$ cat src/sv/deb_pkg.sv
// Shared types and constants for the digitizer event builder.
// Result kinds, header field positions and the structs passed between modules.
// No dependencies.
package deb_pkg;

	localparam logic [1:0] KIND_HEADER = 2'd0;
	localparam logic [1:0] KIND_TRACE  = 2'd1;
	localparam logic [1:0] KIND_ESUM   = 2'd2;
	localparam logic [1:0] KIND_QDC    = 2'd3;

	localparam logic [13:0] STASH_WORDS     = 14'd3;
	localparam logic [13:0] HEADER_POS      = 14'd3;
	localparam logic [13:0] ESUM_END_POS    = 14'd8;
	localparam logic [13:0] MIN_EVT_LEN     = 14'd4;
	localparam logic [4:0]  MIN_HDR_LEN     = 5'd4;
	localparam logic [4:0]  QDC_ONLY_HDR_LEN = 5'd12;
	localparam logic [31:0] TRACE_MASK      = 32'h3FFF_3FFF;
	localparam logic [31:0] WINDOW_RESET    = 32'd100;

	typedef struct packed {
		logic [11:0] det_id;
		logic        pileup;
		logic [47:0] timestamp;
		logic [14:0] cfd_time;
		logic        cfd_forced;
		logic [15:0] energy;
		logic [13:0] evt_len;
		logic [4:0]  hdr_len;
	} header_t;

	typedef struct packed {
		logic [1:0]  kind;
		logic [11:0] det_id;
		logic        pileup;
		logic [47:0] timestamp;
		logic [14:0] cfd_time;
		logic        cfd_forced;
		logic [15:0] energy;
		logic        new_event;
		logic        order_error;
		logic [31:0] payload;
		logic        last;
	} result_t;

endpackage

$ cat src/sv/deb_word_if.sv
// Input channel of the event builder: one 32-bit list-mode word per transaction.
// Valid/ready handshake; no dependencies.
interface deb_word_if;
	logic        valid;
	logic        ready;
	logic [31:0] data_word;

	modport source (output valid, output data_word, input ready);
	modport sink (input valid, input data_word, output ready);
endinterface

$ cat src/sv/deb_result_if.sv
// Output channel of the event builder: one result record per transaction.
// Valid/ready handshake; no dependencies.
interface deb_result_if;
	logic        valid;
	logic        ready;
	logic [1:0]  kind;
	logic [11:0] det_id;
	logic        pileup;
	logic [47:0] timestamp;
	logic [14:0] cfd_time;
	logic        cfd_forced;
	logic [15:0] energy;
	logic        new_event;
	logic        order_error;
	logic [31:0] payload;
	logic        last;

	modport source (output valid, output kind, output det_id, output pileup,
		output timestamp, output cfd_time, output cfd_forced, output energy,
		output new_event, output order_error, output payload, output last,
		input ready);
	modport sink (input valid, input kind, input det_id, input pileup,
		input timestamp, input cfd_time, input cfd_forced, input energy,
		input new_event, input order_error, input payload, input last,
		output ready);
endinterface

$ cat src/sv/deb_hdr_decode.sv
// Combinational decode of the four header words into detector id, timestamp,
// CFD fields, rebinned energy and effective lengths. Depends on deb_pkg.
module deb_hdr_decode #(
	parameter int BOARDS_PER_CRATE   = 13,
	parameter int CHANNELS_PER_BOARD = 16,
	parameter int FIRST_SLOT         = 2,
	parameter int ENERGY_REBIN       = 1
) (
	input  logic [31:0]      w0,
	input  logic [31:0]      w1,
	input  logic [31:0]      w2,
	input  logic [31:0]      w3,
	output deb_pkg::header_t hdr
);

	localparam logic [11:0] CRATE_STRIDE = 12'(BOARDS_PER_CRATE * CHANNELS_PER_BOARD);
	localparam logic [11:0] SLOT_STRIDE  = 12'(CHANNELS_PER_BOARD);
	localparam logic [11:0] SLOT_OFFSET  = 12'(FIRST_SLOT * CHANNELS_PER_BOARD);
	localparam int          REBIN_SHIFT  = 16 + $clog2(ENERGY_REBIN);
	localparam logic [17:0] REBIN_RECIP  =
		18'(((64'd1 << REBIN_SHIFT) + 64'(ENERGY_REBIN) - 64'd1) / 64'(ENERGY_REBIN));

	logic [3:0]  chn;
	logic [3:0]  sln;
	logic [3:0]  crn;
	logic [4:0]  hl_raw;
	logic [13:0] el_raw;
	logic [13:0] el_eff;
	logic [4:0]  hl_min;
	logic [11:0] crate_term;
	logic [11:0] slot_term;
	logic [33:0] energy_prod;

	assign chn    = w0[3:0];
	assign sln    = w0[7:4];
	assign crn    = w0[11:8];
	assign hl_raw = w0[16:12];
	assign el_raw = w0[30:17];

	assign crate_term = 12'({8'd0, crn} * CRATE_STRIDE);
	assign slot_term  = 12'({8'd0, sln} * SLOT_STRIDE);

	// exact reciprocal scaling for 16-bit operands
	assign energy_prod = 34'(w3[15:0]) * 34'(REBIN_RECIP);

	assign el_eff = (el_raw < deb_pkg::MIN_EVT_LEN) ? deb_pkg::MIN_EVT_LEN : el_raw;
	assign hl_min = (hl_raw < deb_pkg::MIN_HDR_LEN) ? deb_pkg::MIN_HDR_LEN : hl_raw;

	always_comb begin
		hdr.det_id     = crate_term + slot_term - SLOT_OFFSET + {8'd0, chn};
		hdr.pileup     = w0[31];
		hdr.timestamp  = {w2[15:0], w1};
		hdr.cfd_time   = w2[30:16];
		hdr.cfd_forced = w2[31];
		hdr.energy     = 16'(energy_prod >> REBIN_SHIFT);
		hdr.evt_len    = el_eff;
		hdr.hdr_len    = ({9'd0, hl_min} > el_eff) ? el_eff[4:0] : hl_min;
	end

endmodule

$ cat src/sv/deb_builder.sv
// Subevent sequencer and time-window event builder: header stash, word position,
// reference time and build window register. Depends on deb_pkg, deb_hdr_decode.
module deb_builder #(
	parameter int BOARDS_PER_CRATE   = 13,
	parameter int CHANNELS_PER_BOARD = 16,
	parameter int FIRST_SLOT         = 2,
	parameter int ENERGY_REBIN       = 1
) (
	input  logic             clk,
	input  logic             arst_n,
	input  logic             cfg_wr_en,
	input  logic [31:0]      cfg_wr_data,
	input  logic             step,
	input  logic [31:0]      word,
	output logic             has_result,
	output deb_pkg::result_t res
);

	logic [31:0] stash_q [3];
	logic [13:0] wpos_q;
	logic [13:0] evt_len_q;
	logic [4:0]  hdr_len_q;
	logic [47:0] ref_q;
	logic        have_ref_q;
	logic [31:0] window_q;

	deb_pkg::header_t hdr;
	logic        is_stash;
	logic        is_header;
	logic        is_sum;
	logic [13:0] evt_len_cur;
	logic        last;
	logic        ts_lt;
	logic [47:0] ts_diff;
	logic        new_ev;
	logic        oerr;

	deb_hdr_decode #(
		.BOARDS_PER_CRATE   (BOARDS_PER_CRATE),
		.CHANNELS_PER_BOARD (CHANNELS_PER_BOARD),
		.FIRST_SLOT         (FIRST_SLOT),
		.ENERGY_REBIN       (ENERGY_REBIN)
	) u_hdr_decode (
		.w0  (stash_q[0]),
		.w1  (stash_q[1]),
		.w2  (stash_q[2]),
		.w3  (word),
		.hdr (hdr)
	);

	assign is_stash    = wpos_q < deb_pkg::STASH_WORDS;
	assign is_header   = wpos_q == deb_pkg::HEADER_POS;
	assign is_sum      = wpos_q < {9'd0, hdr_len_q};
	assign has_result  = !is_stash;
	assign evt_len_cur = is_header ? hdr.evt_len : evt_len_q;
	assign last        = ({1'b0, wpos_q} + 15'd1) >= {1'b0, evt_len_cur};

	assign ts_lt   = hdr.timestamp < ref_q;
	assign ts_diff = hdr.timestamp - ref_q;
	assign new_ev  = !have_ref_q || (!ts_lt && (ts_diff > {16'd0, window_q}));
	assign oerr    = have_ref_q && ts_lt;

	always_comb begin
		res = '0;
		priority if (is_header) begin
			res.kind        = deb_pkg::KIND_HEADER;
			res.det_id      = hdr.det_id;
			res.pileup      = hdr.pileup;
			res.timestamp   = hdr.timestamp;
			res.cfd_time    = hdr.cfd_time;
			res.cfd_forced  = hdr.cfd_forced;
			res.energy      = hdr.energy;
			res.new_event   = new_ev;
			res.order_error = oerr;
		end else if (is_sum) begin
			if (hdr_len_q == deb_pkg::QDC_ONLY_HDR_LEN) begin
				res.kind = deb_pkg::KIND_QDC;
			end else if (wpos_q < deb_pkg::ESUM_END_POS) begin
				res.kind = deb_pkg::KIND_ESUM;
			end else begin
				res.kind = deb_pkg::KIND_QDC;
			end
			res.payload = word;
		end else begin
			res.kind    = deb_pkg::KIND_TRACE;
			res.payload = word & deb_pkg::TRACE_MASK;
		end
		res.last = last;
	end

	always_ff @(posedge clk) begin
		if (step && is_stash) begin
			stash_q[wpos_q[1:0]] <= word;
		end
	end

	always_ff @(posedge clk or negedge arst_n) begin
		if (!arst_n) begin
			wpos_q     <= '0;
			evt_len_q  <= '0;
			hdr_len_q  <= '0;
			ref_q      <= '0;
			have_ref_q <= 1'b0;
			window_q   <= deb_pkg::WINDOW_RESET;
		end else begin
			if (cfg_wr_en) begin
				window_q <= cfg_wr_data;
			end
			if (step) begin
				if (is_stash) begin
					wpos_q <= wpos_q + 14'd1;
				end else begin
					wpos_q <= last ? 14'd0 : wpos_q + 14'd1;
				end
				if (is_header) begin
					evt_len_q  <= hdr.evt_len;
					hdr_len_q  <= hdr.hdr_len;
					have_ref_q <= 1'b1;
					if (new_ev) begin
						ref_q <= hdr.timestamp;
					end
				end
			end
		end
	end

	a_last_rewinds: assert property (@(posedge clk) disable iff (!arst_n)
		step && has_result && res.last |=> wpos_q == 14'd0)
		else $error("word position not rewound after last word of subevent");

	a_hdr_within_evt: assert property (@(posedge clk) disable iff (!arst_n)
		{9'd0, hdr_len_q} <= evt_len_q)
		else $error("header length exceeds event length");

	a_new_event_ref: assert property (@(posedge clk) disable iff (!arst_n)
		step && is_header && new_ev |=> have_ref_q && ref_q == $past(hdr.timestamp))
		else $error("reference time not taken from new event header");

endmodule

$ cat src/sv/digitizer_event_builder_top.sv
// Top level of the digitizer list-mode event builder.
// Input register, builder logic and result register. Depends on deb_pkg,
// deb_word_if, deb_result_if and deb_builder.
//
// Usage:
//   words   : one 32-bit list-mode word per transaction (valid/ready).
//   results : one result record per transaction (valid/ready); header words
//             zero to two of each subevent produce no result, every other word
//             produces exactly one.
//   cfg_wr_en/cfg_wr_data : write the build window (ticks); write only while idle.
// Throughput: one word per cycle while the receiver does not stall, set by the
//   single decode stage between the input register and the result register.
// Path: a taken word is held in the input register and its decoded result in the
//   result register (two register stages, input and result).
// Reset: build window returns to 100, word position to the start of a subevent,
//   and the builder forgets its reference time; the first header afterwards
//   starts a new event.
// Receiver stall: the result register holds its record; an empty input register
//   takes one more word, after which words.ready drops until results.ready rises.
module digitizer_event_builder_top #(
	parameter int BOARDS_PER_CRATE   = 13,
	parameter int CHANNELS_PER_BOARD = 16,
	parameter int FIRST_SLOT         = 2,
	parameter int ENERGY_REBIN       = 1
) (
	input  logic         clk,
	input  logic         arst_n,
	input  logic         cfg_wr_en,
	input  logic [31:0]  cfg_wr_data,
	deb_word_if.sink     words,
	deb_result_if.source results
);

	logic             valid_s1;
	logic [31:0]      word_s1;
	logic             valid_s2;
	deb_pkg::result_t res_s2;

	logic             load_s2;
	logic             adv_s1;
	logic             has_result;
	deb_pkg::result_t res;

	assign load_s2     = !valid_s2 || results.ready;
	assign adv_s1      = valid_s1 && load_s2;
	assign words.ready = !valid_s1 || load_s2;

	deb_builder #(
		.BOARDS_PER_CRATE   (BOARDS_PER_CRATE),
		.CHANNELS_PER_BOARD (CHANNELS_PER_BOARD),
		.FIRST_SLOT         (FIRST_SLOT),
		.ENERGY_REBIN       (ENERGY_REBIN)
	) u_builder (
		.clk         (clk),
		.arst_n      (arst_n),
		.cfg_wr_en   (cfg_wr_en),
		.cfg_wr_data (cfg_wr_data),
		.step        (adv_s1),
		.word        (word_s1),
		.has_result  (has_result),
		.res         (res)
	);

	always_ff @(posedge clk or negedge arst_n) begin
		if (!arst_n) begin
			valid_s1 <= 1'b0;
			valid_s2 <= 1'b0;
		end else begin
			if (words.ready) begin
				valid_s1 <= words.valid;
			end
			if (load_s2) begin
				valid_s2 <= adv_s1 && has_result;
			end
		end
	end

	always_ff @(posedge clk) begin
		if (words.valid && words.ready) begin
			word_s1 <= words.data_word;
		end
		if (adv_s1) begin
			res_s2 <= res;
		end
	end

	assign results.valid       = valid_s2;
	assign results.kind        = res_s2.kind;
	assign results.det_id      = res_s2.det_id;
	assign results.pileup      = res_s2.pileup;
	assign results.timestamp   = res_s2.timestamp;
	assign results.cfd_time    = res_s2.cfd_time;
	assign results.cfd_forced  = res_s2.cfd_forced;
	assign results.energy      = res_s2.energy;
	assign results.new_event   = res_s2.new_event;
	assign results.order_error = res_s2.order_error;
	assign results.payload     = res_s2.payload;
	assign results.last        = res_s2.last;

	a_stall_only_full: assert property (@(posedge clk) disable iff (!arst_n)
		!words.ready |-> valid_s1 && valid_s2 && !results.ready)
		else $error("input held off while pipeline can advance");

	a_new_xor_order: assert property (@(posedge clk) disable iff (!arst_n)
		results.valid |-> !(results.new_event && results.order_error))
		else $error("result flagged both new event and order error");

	a_body_no_header: assert property (@(posedge clk) disable iff (!arst_n)
		results.valid && results.kind != deb_pkg::KIND_HEADER |->
			results.timestamp == 48'd0 && !results.new_event && !results.order_error)
		else $error("non-header result carries header fields");

endmodule

$ cat src/flat_wrapper.sv
// flat-port wrapper written by rule: the top's interface ports become plain ports
module digitizer_event_builder_top_flat 
#(
	parameter int BOARDS_PER_CRATE   = 13,
	parameter int CHANNELS_PER_BOARD = 16,
	parameter int FIRST_SLOT         = 2,
	parameter int ENERGY_REBIN       = 1
)
  (clk, arst_n, cfg_wr_en, cfg_wr_data, words_valid, words_data_word, words_ready, results_valid, results_kind, results_det_id, results_pileup, results_timestamp, results_cfd_time, results_cfd_forced, results_energy, results_new_event, results_order_error, results_payload, results_last, results_ready);
  deb_word_if words_i ();
  deb_result_if results_i ();
  input  logic clk;
  input  logic arst_n;
  input  logic cfg_wr_en;
  input  logic [31:0] cfg_wr_data;
  input wire logic [$bits(words_i.valid)-1:0] words_valid;
  input wire logic [$bits(words_i.data_word)-1:0] words_data_word;
  output wire logic [$bits(words_i.ready)-1:0] words_ready;
  output wire logic [$bits(results_i.valid)-1:0] results_valid;
  output wire logic [$bits(results_i.kind)-1:0] results_kind;
  output wire logic [$bits(results_i.det_id)-1:0] results_det_id;
  output wire logic [$bits(results_i.pileup)-1:0] results_pileup;
  output wire logic [$bits(results_i.timestamp)-1:0] results_timestamp;
  output wire logic [$bits(results_i.cfd_time)-1:0] results_cfd_time;
  output wire logic [$bits(results_i.cfd_forced)-1:0] results_cfd_forced;
  output wire logic [$bits(results_i.energy)-1:0] results_energy;
  output wire logic [$bits(results_i.new_event)-1:0] results_new_event;
  output wire logic [$bits(results_i.order_error)-1:0] results_order_error;
  output wire logic [$bits(results_i.payload)-1:0] results_payload;
  output wire logic [$bits(results_i.last)-1:0] results_last;
  input wire logic [$bits(results_i.ready)-1:0] results_ready;
  assign words_i.valid = words_valid;
  assign words_i.data_word = words_data_word;
  assign words_ready = words_i.ready;
  assign results_valid = results_i.valid;
  assign results_kind = results_i.kind;
  assign results_det_id = results_i.det_id;
  assign results_pileup = results_i.pileup;
  assign results_timestamp = results_i.timestamp;
  assign results_cfd_time = results_i.cfd_time;
  assign results_cfd_forced = results_i.cfd_forced;
  assign results_energy = results_i.energy;
  assign results_new_event = results_i.new_event;
  assign results_order_error = results_i.order_error;
  assign results_payload = results_i.payload;
  assign results_last = results_i.last;
  assign results_i.ready = results_ready;
  digitizer_event_builder_top #(.BOARDS_PER_CRATE(BOARDS_PER_CRATE), .CHANNELS_PER_BOARD(CHANNELS_PER_BOARD), .FIRST_SLOT(FIRST_SLOT), .ENERGY_REBIN(ENERGY_REBIN)) u_core (.clk(clk), .arst_n(arst_n), .cfg_wr_en(cfg_wr_en), .cfg_wr_data(cfg_wr_data), .words(words_i), .results(results_i));
endmodule
$ cat config.mk
export PLATFORM = sky130hd
export DESIGN_NAME = digitizer_event_builder_top_flat
export DESIGN_NICKNAME = d
export VERILOG_FILES = /design/src/sv/deb_pkg.sv /design/src/sv/deb_word_if.sv /design/src/sv/deb_result_if.sv /design/src/sv/deb_hdr_decode.sv /design/src/sv/deb_builder.sv /design/src/sv/digitizer_event_builder_top.sv /design/src/flat_wrapper.sv
export SDC_FILE = /design/constraint.sdc
export NUM_CORES = 1
export LEC_CHECK = 0
export BUFFER_PORTS_ARGS = -buffer_cell sky130_fd_sc_hd__buf_4
export CAP_MARGIN = 5
export CORE_ASPECT_RATIO = 1.25
export CORE_MARGIN = 2
export CORE_UTILIZATION = 40
export DETAILED_ROUTE_END_ITERATION = 16
export GPL_TIMING_DRIVEN = 0
export PLACE_DENSITY_LB_ADDON = 0.12
export SLEW_MARGIN = 20
export SYNTH_ARGS = -nofsm -noshare
export SYNTH_HDL_FRONTEND = slang
export SYNTH_SLANG_ARGS = --single-unit
$ cat constraint.sdc
create_clock -name clk -period 12.95 [get_ports clk]
set_input_delay 1.295 -clock clk [delete_from_list [all_inputs] [get_ports clk]]
set_output_delay 1.295 -clock clk [all_outputs]
set_load 0.05 [all_outputs]
==> flow_summary.ini, run 1 <==
[min_path]
hold_class = reg -> reg

[routing]
viasPerCell = 5.40
firstDrtPassIters = 5
drtIter0Drc = 906
vias = 14000
wl_um = 55000
drc_errors = 0
wl_per_cell_um = 21.3
antenna_left = 0

[worst_setup_path]
cp.arrival_ns = 7.28
cp_slowest_cell = nor4_1
crit_path_max_incr_delay_ns = 0.56
path_delay_family = simple AND/OR/NAND/NOR gates
cp.depth = 25
critPathKind = reg -> reg
cp_max_fo = 10
reg2regPathDepth = 25
crit_path_start_kind = flop
worst-path-buf-inv = 3
end_kind = flop
timing.rr.end = u_core.results.new_event
critPathRequiredTime_ns = 13.25
regToRegSetupSlack_ns = 5.97
r2r-start = u_core.u_builder.stash_q[1][6]
crit_start = u_core.u_builder.stash_q[1][6]
critPathCapture = u_core.results.new_event

[cts]
clk_latency_ns = 0.56
clock-root-buffer = clkbuf_16
holdBufCountCts = 0
clockBufferDepth = 3
tritoncts = yes
cts-htree-levels = 2
cts_resized = 0
post-cts-setup-buffers = 0
cts.clk_slew.worst_paths_ns = 0.06
cts-buffers-inserted = 40
cts_sinks = 374

[yosys]
yosysTopAreaCellShare = 0.405
synth_edf_count = 258
ys_seq_area_frac = 0.557
netlist_area_um2 = 19100
yosys_most_used_dff = edfxtp_1
avgSynthCellArea_um2 = 11.4
yosysTopAreaCell = edfxtp_1
synth-seq-cells = 374
synth.area.top_cells = edfxtp_1, dfrtp_1, ha_1
async_flop_share = 0.310
ys.warnings.count = 0
syn-instance-count = 1673
syn-num-nets = 1874
ys_types = 77

[grt]
grt_pass1_wl_um = 84100
first_global_vias = 14100
grt_util_all_layers = 0.224
overflow = 0
antenna_found_initial = 3
grt_max_degree = 81

[placement]
place.detailed.hpwl_um = 41500
gp_congestion = 0.874
dp.cells = 2516
placed_area_um2 = 21600
portBuffers = 199

[sta]
timing.fmax_mhz = 143
skew_ns = 0.0174
worst_pin_slew_ns = 0.855
fin_tns_setup_ns = 0
finalCritPeriodShare = 0.539
relSlewSlack = 0.430
hold_violations = 0
report.final.slew_viol_count = 0
min_period_ns = 6.98
setup_viol_count_final = 0
rsz0062_at_grt = false

[power_and_ir_drop]
peakVddDrop_uv = 163
power.density_nw_per_um2 = 181
power.leakage_nw = 9.59
power_mw = 4.13

[flow_run]
maxCapViolations = 0

[floorplanning]
initial_core_util = 0.405
die_area_um2 = 49600
coreArea_um2 = 47200
io_pins = 201
die_y_um = 248
die_width_um = 200
rows = 89

[status]
outcome = complete, no violations

[finish]
antenna_cells = 0
fin_cells = 2589
drive_above_1_share = 0.173
stdcell_area_um2 = 22900
area_growth_pct = 19.5
final_nets = 2122
-- worst register-to-register path, cell delays in order, from the launching register on --
cell and delay (ns):
edfxtp_1 0.53, ha_1 0.33, buf_2 0.16, a21oi_1 0.26, o221ai_1 0.25, a21bo_2 0.27, a21o_1 0.22, a21oi_1 0.30
nor2_1 0.09, nor2_1 0.17, o21ai_0 0.18, a21boi_0 0.26, xnor2_1 0.14, ha_1 0.31, nand4_1 0.16, nor4_1 0.56
nand2_1 0.21, nor3_1 0.20, a31oi_1 0.07, nor4_1 0.42, o2111ai_1 0.23, nor4_2 0.35, nand4_2 0.37, buf_4 0.32
buf_6 0.16, o211a_1 0.21
-- where the power goes --
group / internal (mW) / leakage [nW] / switching, mW
Combinational: 0.437 / 5.24 / 0.895
Clock: 0.620 / 0.601 / 0.491
Sequential: 1.55 / 3.75 / 0.129
Total: 2.61 / 9.59 / 1.51
-- metrics by stage --
| step | hold WS, ns | setup slack (ns) | util |
|---|---|---|---|
| after global routing | 0.515 | 5.57 | 0.484 |
| after floorplan | 0.449 | 7.22 | - |
| after global placement | 0.466 | 4.76 | 0.453 |
| final | 0.478 | 5.97 | 0.484 |
| after CTS | 0.485 | 5.97 | 0.484 |
| after detailed placement | 0.471 | 5.98 | 0.457 |
-- logic make-up after synthesis --
family	share of synthesized area
AOI/OAI and AO/OA	0.139
buffers and inverters	0.0442
and+or+nand+nor	0.132
xor gates and xnor gates	0.0243
muxes	0.0154
DFF	0.557
adders and majority gates	0.0876
-- placed cells by master, fill, tap and decap left out, drive strengths merged, types with 7 or more instances in the layout --
cell,netlist,final
nor2,63,63
a31oi,9,9
mux2i,16,16
a21o,17,17
edfxtp,258,258
a21oi,88,88
clkbuf,50,98
nand4,37,37
mux2,12,12
buf,29,235
a22o,13,13
o21ai,85,85
and2,97,97
nor2b,41,41
dfrtp,113,113
o21a,17,17
inv,130,133
nand3,75,75
xnor2,30,30
o311ai,48,48
a22oi,50,50
xor2,23,23
or3,7,7
nor4,10,10
nand2,112,112
nor3,18,18
nand2b,10,10
clkinv,0,15
ha,129,129
-- sequential cells by signal, summed over array words and instances (netlist names), 2 cells and up --
name,count
u_core.results.kind,2
u_core.results.cfd_time,15
u_core.u_builder.hdr_len_q,5
u_core.u_builder.ref_q,48
u_core.results.det_id,12
u_core.u_builder.stash_q,96
u_core.u_builder.wpos_q,14
u_core.results.payload,32
u_core.u_builder.window_q,32
u_core.u_builder.evt_len_q,14
u_core.results.energy,16
u_core.results.timestamp,48
u_core.word_s1,32
-- cell usage after synthesis, types with 3 or more instances --
library cell and count:
o31ai_1 5, nand4_1 36, xnor2_1 30, a21boi_0 6
o2111ai_1 4, a211oi_1 5, dfrtp_1 113, fa_1 3
xor2_1 23, dfstp_2 3, nor4_1 8, nand3_1 74
nor2_1 63, mux2_2 12, o21bai_1 6, or3_1 7
or2_2 3, or4_1 3, a21oi_2 3, nand2b_1 10
a21oi_1 84, nand2_1 112, inv_1 130, nor2b_1 41
nand3b_1 3, and3_1 4, o311ai_1 47, and2_1 97
o21ai_0 81, clkbuf_1 50, a22o_1 13, o211ai_1 5
a31oi_1 8, a21o_1 17, a311oi_1 3, o22ai_1 6
edfxtp_1 258, a22oi_1 50, nor3_1 18, ha_1 129
o21a_1 17, buf_2 22, mux2i_1 16, buf_6 4
-- metal layers --
layer | GRT usage | vias to the layer above | share of wire
met5 | 0 | - | 0
met4 | 0.0658 | 0 | 0.026
met3 | 0.0412 | 67 | 0.056
met2 | 0.393 | 344 | 0.51
met1 | 0.278 | 6912 | 0.41
li1 | - | 6645 | -
-- layout make-up --
class	instances	area [µm²]
fillers	4442	24400
flip-flops and latches	374	10700
multi-input cells	1090	7640
repair buffers	206	1660
clock buffers	48	1040
well taps	637	797
inverters	130	495
plain buffers	79	358
clock inverters	25	208
-- worst min-delay path by stage --
stage / from / endpoint / cells past startpoint
2_1_floorplan: u_core.u_builder.evt_len_q[3] / u_core.u_builder.evt_len_q[3] / 2
3_3_place_gp: u_core.u_builder.evt_len_q[0] / u_core.u_builder.evt_len_q[0] / 2
3_5_place_dp: u_core.u_builder.hdr_len_q[4] / u_core.u_builder.hdr_len_q[4] / 2
4_1_cts: u_core.u_builder.hdr_len_q[4] / u_core.u_builder.hdr_len_q[4] / 2
5_1_grt: u_core.u_builder.hdr_len_q[3] / u_core.u_builder.hdr_len_q[3] / 2
6_report: u_core.u_builder.hdr_len_q[4] / u_core.u_builder.hdr_len_q[4] / 2
Power figures use the tool's default switching activity.
==> run 2, diff against run 1 <==
Clock period 12.95 ns to 6 ns, I/O delays scaled along.
==> run 2 against run 1 <==
Die area unchanged. Clock skew shrank 0.0016 ns. Wire length is 0.48% higher. Cell area rose by 1.0%. Sequential share of layout area shrank 0.47 points. Critical path type unchanged. Critical endpoint unchanged. Largest cell class unchanged.
==> flow_summary.ini, run 2 (synthesis results as in run 1) <==
[sta]
finalCritPeriodShare = 0.960
skew_ns = 0.0158
fin_tns_setup_ns = 0
worst_pin_slew_ns = 0.852
setup_slack_ns = 0.239
rsz0062_at_grt = false
setup_viol_count_final = 0
relSlewSlack = 0.432
report.final.slew_viol_count = 0
hold_violations = 0
min_period_ns = 5.76
timing.fmax_mhz = 174

[grt]
grt_util_all_layers = 0.225
overflow = 0
first_global_vias = 14100
grt_max_degree = 81
grt_pass1_wl_um = 84400
antenna_found_initial = 3

[routing]
vias = 14000
wl_um = 55300
wl_per_cell_um = 21.3
top_layer = met4
drtIter0Drc = 1010
antenna_left = 0
viasPerCell = 5.38
dr_wl_met2_um = 28200
wl_met3_um = 2850
firstDrtPassIters = 5
m1WireLength_um = 22800
drc_errors = 0

[floorplanning]
io_pins = 201
rows = 89
coreArea_um2 = 47200
die_y_um = 248
die_area_um2 = 49600
die_width_um = 200
initial_core_util = 0.405

[cts]
holdBufCountCts = 0
cts-buffers-inserted = 40
clock-root-buffer = clkbuf_16
cts.clk_slew.worst_paths_ns = 0.06
cts_sinks = 374
clockBufferDepth = 3
clk_latency_ns = 0.56
cts-htree-levels = 2
tritoncts = yes

[min_path]
hold_class = in -> async

[placement]
dp.cells = 2516
pre_cts_ws_ns = -0.966
portBuffers = 199
gp_congestion = 0.874
place.detailed.hpwl_um = 41500

[worst_setup_path]
cp.arrival_ns = 6.07
regToRegSetupSlack_ns = 0.24
critPathCapture = u_core.results.new_event
cp.depth = 23
cp_slowest_cell = fa_1
worst-path-buf-inv = 3
critPathRequiredTime_ns = 6.31
end_kind = flop
critPathKind = reg -> reg
r2r-start = u_core.u_builder.stash_q[1][0]
path_delay_family = simple AND/OR/NAND/NOR gates
crit_path_max_incr_delay_ns = 0.42
path_cells = inv_1, ha_1, fa_1, nand2b_1, a21oi_2, o21ai_2, a31o_1, a31oi_2, a21oi_1, xnor2_1, ha_1, nand4_1, nor4_4, nand2_2, nor3_1, a31oi_1, nor4_2, o2111ai_2, nor4_4, nand4_4, buf_4, buf_6, o211a_1
crit_start = u_core.u_builder.stash_q[1][0]
crit_path_start_kind = flop
reg2regPathDepth = 23
timing.rr.end = u_core.results.new_event
cp_max_fo = 10

[finish]
largest_reg_flops = 96
mostFrequentLayoutCells = edfxtp_1, buf_4, inv_1, ha_1, dfrtp_1
fin_cells = 2598
area_growth_pct = 20.7
drive_above_1_share = 0.189
antenna_cells = 0
final_util = 0.489
layout_commonest_cell = edfxtp_1
final_nets = 2131

[power_and_ir_drop]
power.leakage_nw = 9.69
peakVddDrop_uv = 353
power.density_nw_per_um2 = 386
power_mw = 8.92

[status]
outcome = complete, no violations

[flow_run]
maxCapViolations = 0
## run 2: cell count changes in the layout (fill, tap and decap cells not counted), sizes merged
| cell | previous run | this run |
|---|---|---|
| buf | 235 | 244 |
## run 2: worst min-delay path by stage
stage / start / end / slack, ns
5_1_grt: arst_n / u_core.u_builder.window_q[10] / 0.12
3_3_place_gp: u_core.u_builder.evt_len_q[0] / u_core.u_builder.evt_len_q[0] / 0.47
2_1_floorplan: arst_n / u_core.results.valid / 0.30
4_1_cts: arst_n / u_core.u_builder.window_q[3] / 0.07
6_report: arst_n / u_core.u_builder.window_q[10] / 0.07
3_5_place_dp: u_core.u_builder.hdr_len_q[4] / u_core.u_builder.hdr_len_q[4] / 0.47
## run 2: per-layer routing
metal,global-route usage,up-vias
met2,0.397,347
met4,0.0610,0
li1,-,6665
met1,0.279,6910
met5,0,-
met3,0.0410,68
## run 2: cell type report
| cell class | instances | area [µm²] |
|---|---|---|
| Fill cell | 4408 | 24100 |
| Sequential cell | 374 | 10700 |
| Multi-Input combinational cell | 1090 | 7790 |
| Timing Repair Buffer | 215 | 1740 |
| Clock buffer | 48 | 1040 |
| Tap cell | 637 | 797 |
| Inverter | 130 | 495 |
| Buffer | 79 | 363 |
| Clock inverter | 25 | 208 |
## run 2: what timing repair did
action	4_1_cts	5_1_grt
endpoints found under the hold margin	0	0
gates resized for setup	11	23
setup endpoints to repair	49	49
setup buffers	3	6
pin swaps	6	6
## run 2: where the power goes
group	internal (mW)	switching, mW	leakage, nW
Combinational	0.951	1.94	5.34
Clock	1.34	1.06	0.601
Sequential	3.35	0.277	3.75
Total	5.64	3.28	9.69
## run 2: through the flow
stage	hold slack (ns)	area, µm²
after floorplan	0.304	19100
after detailed placement	0.471	21600
after global routing	0.116	23100
after global placement	0.466	21400
after CTS	0.0722	22900
final	0.0667	23100
==> run 3, diff against run 2 <==
Clock period 6 ns to 5.2 ns, I/O delays scaled along.
==> run 3 against run 2 <==
The run now ends with setup timing left. Clock-buffer cell count is the same. Clock power grew 15%. Non-clock buffer count grew 38. Power grew 16%. Combinational power grew 18%. Sequential share of layout area shrank 2.5 points. Core utilization grew 2.8 points. Register-to-register slack lost 0.48 ns. First-iteration DRC count grew 0.69%. Via count grew 2.1%. Cell count grew 1.5%. Critical path type unchanged. Critical endpoint is now u_core.u_builder.ref_q[23].
==> flow_summary.ini, run 3 (synthesis results as in run 1) <==
[placement]
gp_congestion = 0.874
pre_cts_ws_ns = -1.77
place.detailed.hpwl_um = 41500
portBuffers = 199

[routing]
vias = 14300
wl_um = 57000
antenna_left = 0
drtIter0Drc = 1017
wl_per_cell_um = 21.6
viasPerCell = 5.42
firstDrtPassIters = 7
drc_errors = 0

[sta]
skew_ns = 0.0166
min_period_ns = 5.44
timing.fmax_mhz = 184
worst_pin_slew_ns = 1.18
report.final.slew_viol_count = 0
finalCritPeriodShare = 1.05
relSlewSlack = 0.215
setup_viol_count_final = 49
hold_violations = 0
hold_ws_ns = 0.134
setup_slack_ns = -0.239
rsz0062_at_grt = true

[worst_setup_path]
critPathKind = reg -> reg
cp_max_fo = 5
critPathRequiredTime_ns = 5.61
cp_slowest_cell = edfxtp_1
crit_path_start_kind = flop
path_delay_family = simple AND/OR/NAND/NOR gates
worst-path-buf-inv = 3
end_kind = flop
crit_path_max_incr_delay_ns = 0.46
cp.arrival_ns = 5.85

[floorplanning]
rows = 89
die_y_um = 248
initial_core_util = 0.405
die_width_um = 200
die_area_um2 = 49600
io_pins = 201
coreArea_um2 = 47200

[finish]
antenna_cells = 0
n_fill_cell = 4240
area_growth_pct = 27.7
layout_commonest_cell = edfxtp_1
drive_above_1_share = 0.250
largest_reg_flops = 96
final_nets = 2169
mostFrequentLayoutCells = edfxtp_1, buf_4, inv_1, dfrtp_1, ha_1

[cts]
clockBufferDepth = 3
cts-htree-levels = 2
tritoncts = yes
cts-buffers-inserted = 40
clock-root-buffer = clkbuf_16
clk_latency_ns = 0.56
cts.clk_slew.worst_paths_ns = 0.07
cts_sinks = 374

[grt]
grt_pass1_wl_um = 86500
grt_util_all_layers = 0.230
antenna_found_initial = 2
grt_max_degree = 81
overflow = 0
first_global_vias = 14400

[power_and_ir_drop]
peakVddDrop_uv = 407
power.density_nw_per_um2 = 424
power.leakage_nw = 10.0
power_mw = 10.4

[flow_run]
maxCapViolations = 0

[status]
violations = setup timing
outcome = finished, violations left

[min_path]
hold_class = in -> reg
==> run 3: worst paths after layout <==
path	end	startpoint	slack [ns]	cells after the start
worst max-delay path	u_core.u_builder.ref_q[23]	u_core.u_builder.stash_q[1][1]	-0.24	26
worst min-delay path	u_core.word_s1[23]	words_data_word[23]	0.13	1
worst max register to register	u_core.u_builder.ref_q[23]	u_core.u_builder.stash_q[1][1]	-0.24	26
worst min register to register	u_core.u_builder.hdr_len_q[4]	u_core.u_builder.hdr_len_q[4]	0.48	2
max in group asynchronous	u_core.u_builder.evt_len_q[4]	arst_n	3.92	3
min in group asynchronous	u_core.u_builder.window_q[10]	arst_n	0.56	2
==> run 3: per-stage QoR <==
stage | instances | util | area (µm²) | setup TNS, ns
finish | 2636 | 0.517 | 24400 | -8.13
global route | 2636 | 0.517 | 24400 | -18.25
CTS | 2615 | 0.505 | 23800 | -10.78
detailed placement | 2516 | 0.457 | 21600 | -83.35
global placement | 2509 | 0.453 | 21400 | -164.24
floorplan | 1673 | - | 19100 | 0
==> run 3: timing repair <==
action / 4_1_cts / 5_1_grt
setup endpoints to repair: 59 / 59
buffers inserted: 21 / 23
hold endpoints to repair: 16 / 0
pin swaps: 22 / 37
gates cloned: 6 / 0
resized for setup: 119 / 73
hold buffers: 1 / 0
==> run 3: final cells by class <==
class	instances	area, µm²	area share
timing repair buffer	256	2160	0.0883
buffer	76	467	0.0191
tap	637	797	0.0326
multi-input combinational	1090	8600	0.352
clock buffer	48	1040	0.0426
inverter	130	495	0.0203
sequential	374	10700	0.436
clock inverter	25	208	0.00851
==> run 3: worst reg2reg max path, stage by stage, from the launching register on <==
cell and delay (ns):
edfxtp_1 0.46, ha_1 0.32, nor2b_4 0.13, o31a_1 0.27
a21o_1 0.22, a21o_4 0.24, a21oi_4 0.17, nor2_2 0.06
nor2_2 0.12, o21ai_2 0.09, a21boi_2 0.19, xnor2_2 0.10
ha_1 0.31, nand4_1 0.21, nor4_4 0.37, nand2_2 0.14
nor3_2 0.12, a31oi_1 0.07, nor4_2 0.36, o2111ai_2 0.21
nor4_4 0.25, nand4_4 0.22, buf_8 0.21, buf_12 0.13
buf_8 0.13, nand3_2 0.10, o311ai_4 0.11
==> run 3: layer usage <==
layer	vias to the layer above	part of all wire	GRT usage
met5	-	0	0
met4	0	0.024	0.0658
met3	73	0.049	0.0400
met2	369	0.51	0.406
met1	7095	0.41	0.285
li1	6742	-	-
==> run 3: report_power, final <==
| part | internal, mW | total [mW] | switching (mW) |
|---|---|---|---|
| Sequential | 3.87 | 4.20 | 0.328 |
| Combinational | 1.14 | 3.40 | 2.26 |
| Clock | 1.54 | 2.76 | 1.22 |
| Total | 6.55 | 10.4 | 3.81 |
